**src/design/swfr_pkg.sv**
```systemverilog
package swfr_pkg;

  // default number of stack entries
  localparam int unsigned DefStackDepth = 128;

  // word and field widths
  localparam int unsigned WordW  = 32;
  localparam int unsigned FuncW  = 2;
  localparam int unsigned StatW  = 2;
  localparam int unsigned LevelW = 8;

  // cells examined per scan cycle during a find
  localparam int unsigned GroupW    = 8;
  localparam int unsigned GroupBitW = 3;

  // packed stream widths
  localparam int unsigned InDataW  = 64;
  localparam int unsigned OutDataW = 48;

  // request codes
  typedef enum logic [FuncW-1:0] {
    OpPush = 2'd0,
    OpPop  = 2'd1,
    OpFind = 2'd2
  } swfr_op_e;

  // result codes
  typedef enum logic [StatW-1:0] {
    StOk       = 2'd0,
    StFull     = 2'd1,
    StEmpty    = 2'd2,
    StNotFound = 2'd3
  } swfr_status_e;

  // shift and compare control shared by all cells
  typedef struct packed {
    logic push;
    logic pop;
    logic cmp;
  } swfr_ctrl_t;

endpackage

```
**src/design/swfr_cell.sv**
```systemverilog
module swfr_cell
  import swfr_pkg::*;
(
  input  logic             clk_i,
  input  swfr_ctrl_t       ctrl_i,
  input  logic             wr_i,
  input  logic [WordW-1:0] up_data_i,
  input  logic [WordW-1:0] dn_data_i,
  input  logic [WordW-1:0] wr_data_i,
  input  logic [WordW-1:0] tgt_i,
  output logic [WordW-1:0] data_o,
  output logic             match_o
);

  logic [WordW-1:0] data_q, data_d;
  logic             match_q;

  // push takes the word from above, pop the word from below, a write the replacement word
  always_comb begin
    data_d = data_q;
    if (ctrl_i.push) begin
      data_d = up_data_i;
    end else if (ctrl_i.pop) begin
      data_d = dn_data_i;
    end else if (wr_i) begin
      data_d = wr_data_i;
    end
  end

  // entry storage and local comparator
  always_ff @(posedge clk_i) begin
    data_q <= data_d;
    if (ctrl_i.cmp) begin
      match_q <= (data_q == tgt_i);
    end
  end

  assign data_o  = data_q;
  assign match_o = match_q;

endmodule

```
**config.mk**
```make
export PLATFORM = sky130hd
export DESIGN_NAME = swfr_cell
export DESIGN_NICKNAME = d
export VERILOG_FILES = /design/src/design/swfr_pkg.sv /design/src/design/swfr_cell.sv
export SDC_FILE = /design/constraint.sdc
export NUM_CORES = 1
export LEC_CHECK = 0
export ABC_CLOCK_PERIOD_IN_PS = 3550
export BUFFER_PORTS_ARGS = -buffer_cell sky130_fd_sc_hd__buf_2
export CAP_MARGIN = 10
export CELL_PAD_IN_SITES_DETAIL_PLACEMENT = 0
export CELL_PAD_IN_SITES_GLOBAL_PLACEMENT = 2
export CORE_MARGIN = 3
export CORE_UTILIZATION = 22
export DETAILED_ROUTE_END_ITERATION = 8
export MAX_ROUTING_LAYER = met4
export PLACE_DENSITY = 0.95
export RECOVER_POWER = 50
export SLEW_MARGIN = 20
export SYNTH_ARGS = -nofsm -noshare
export SYNTH_HDL_FRONTEND = slang
export SYNTH_SLANG_ARGS = --single-unit
export TNS_END_PERCENT = 1
```
**constraint.sdc**
```tcl
create_clock -name clk_i -period 3.55 [get_ports clk_i]
set_input_delay 0.5325 -clock clk_i [delete_from_list [all_inputs] [get_ports clk_i]]
set_output_delay 0.5325 -clock clk_i [all_outputs]
set_load 0.02 [all_outputs]
```
==> flow_summary.ini <==
[worst_setup_path]
crit_fanout = 18
end_kind = register
crit_start = ctrl_i[1]
r2r_cells = 4
reg2reg_to = match_o
crit_required_ns = 3.58
reg2reg_setup_slack_ns = 2.08
crit_type = input port to register
crit_slowest_cell = or3_1
start_kind = input port
critical_path_arrival_ns = 1.57
critPathCapture = data_o[25]
cpPeakStageDelay_ns = 0.66
rr_startpoint = data_o[23]
cp_cell_sequence = clkbuf_1 -> or3_1 -> buf_12

[finish]
nNetsFinal = 481
finalInstanceArea_um2 = 2980
drive_gt1_share_pct = 40.2
fillCellCount = 940
n_antenna_cell = 0
fin_util_pct = 33.8
layout-area-overhead-vs-synth_pct = 47.7
fin_cells = 456

[timing]
min_period_over_period_pct = 43.3
finalSetupTns_ns = 0
fin_skew_ns = 0.00404
maxSlewViolCount = 0
fmax_mhz = 650
setup_viol = 0
fin_crit_ns = 1.54
worst_slew_pin_slew_ns = 0.662
rsz0062_at_grt = no
hold_viol_final = 0
slew_headroom_pct = 55.9

[route]
firstDrtPassIters = 4
drt_iter0_drc = 24
viasPerCell = 4.18
wl_um = 6240
drc = 0
wl_per_cell_um = 13.7
ant_nets = 0
num_vias = 1906

[die]
core_region_area_um2 = 8810
die_w_um = 102
die_h_um = 102
num_rows = 34
die_area_um2 = 10300
io_pins = 166
initial_core_util_pct = 22.9

[synth]
synthXorXnorAreaFrac_pct = 13.9
ys_seq_area_share_pct = 49.2
syn_inst = 184
yosys_warnings = 0
yosys.area.top_type = edfxtp_1
synthArstFlopShare_pct = 0
synth_top_family_by_area = multiplexers
synth.avg_cell_area_um2 = 10.9
ys_seq_elements = 33
syn_nets = 317
synthAdderAreaFrac_pct = 0
netlist_top_cells_area = edfxtp_1 (49%), mux2i_1 (16%), xor2_1 (14%), o21ai_0 (8.0%), nand2_1 (6.0%)
synth-compound-area-share_pct = 7.95
muxShareOfSynthArea_pct = 15.9
yosys.cell_count.top_type = edfxtp_1
synth_edf_count = 33
synth_ff_type = edfxtp_1
synth_cell_type_count = 13
synthTopCellsByCount = edfxtp_1 (33), mux2i_1 (32), nand2_1 (32), o21ai_0 (32), xor2_1 (32)
synth.top_cell.area_share_pct = 49.2
synth_area_um2 = 2010
synth-simple-area-share_pct = 9.57

[worst_hold_path]
min_path_type = input port to register
min_path_cells = 1
hold_path.startpoint = ctrl_i[0]

[clocking]
htreeDepth = 2
cts_sinks = 33
ctsHoldBuffers = 0
cts-buffers-inserted = 5
path_clk_slew_ns = 0.06
cts_root_buffer = clkbuf_8
clock_path_buffers = 2
cts_setup_buffers = 0
clock_latency_ns = 0.27
cts.repair.resized = 0
cts_tree = done

[grt]
track_usage_pct = 11.8
use_met3_pct = 2.75
grt_pass1_wl_um = 8960
grt_pass1_vias = 1866
grt_busiest_layer = met2
grtUsageMet2_pct = 20.8
antenna_found_initial = 0
overflow = 0
use_met1_pct = 13.2
grt_max_degree = 65

[outcome]
outcome = finished clean

[place]
placed_cell_area_um2 = 2940
numPlacedInstances = 449
portBuffers = 165
routabilityCongestion = 0.717
dp.final_hpwl_um = 5210

[power_and_ir_drop]
vdd_drop_max_mv = 0.146
power_density_nw_per_um2 = 353
p_leak_nw = 1.41

[run]
cap_viol_max_count = 0
## cell families after synthesis
group / count (synthesis)
buffers and inverters: 11
flip-flops: 33
AND/OR/NAND/NOR: 44
multiplexers: 32
AO/OA/AOI/OAI: 32
XOR/XNOR: 32
## cell type report
class                   count  area (um^2)  share of cell area, %
clock buffers               6         72.6                   2.44
clock inverters             1         3.75                  0.126
multi-input cells         140          953                   32.0
flip-flops and latches     33          991                   33.3
well taps                 108          135                   4.54
repair buffers            168          820                   27.5
## sequential cells by signal (all words and copies together), names as in the netlist
signal   flops
match_o      1
data_o      32
## worst min path at each step
stage,to,slack (ns)
after floorplan,match_o,0.64
after global placement,match_o,0.78
after detailed placement,match_o,0.76
after CTS,match_o,0.47
after global routing,match_o,0.50
final,match_o,0.50
## metrics by stage
step,setup WS (ns),hold WS [ns],power [mW]
after floorplan,1.69,0.645,0.674
after global placement,1.69,0.779,0.817
after detailed placement,1.68,0.761,0.821
after CTS,1.98,0.467,1.09
after global routing,1.94,0.499,1.12
final,2.01,0.499,1.05
## cell usage in the layout, fill, tap and decap left out, drive strengths merged
| cell type | Yosys | routed |
|---|---|---|
| buf | 6 | 135 |
| clkbuf | 5 | 39 |
| edfxtp | 33 | 33 |
| mux2i | 32 | 32 |
| nand2 | 32 | 32 |
| o21ai | 32 | 32 |
| xor2 | 32 | 32 |
| nor4 | 8 | 8 |
| nand4 | 2 | 2 |
| or3 | 1 | 1 |
| nor2 | 1 | 1 |
| clkinv | 0 | 1 |
## metal layers
metal  vias to the layer above  part of all wire (%)
li1                        989                     -
met1                       827                    40
met2                        83                    52
met3                         7                   7.1
met4                         0                  0.91
met5                         -                     0
## worst max-delay path, delay by kind of cell
kind	cells	cell delay (ns)
AND/OR/NAND/NOR	1	0.66
buffers and inverters	2	0.36
## report_power, final
group          switching (mW)  internal, mW
Sequential             0.0333         0.482
Combinational           0.157         0.123
Clock                   0.123         0.132
(Power assumes the default switching activity.)
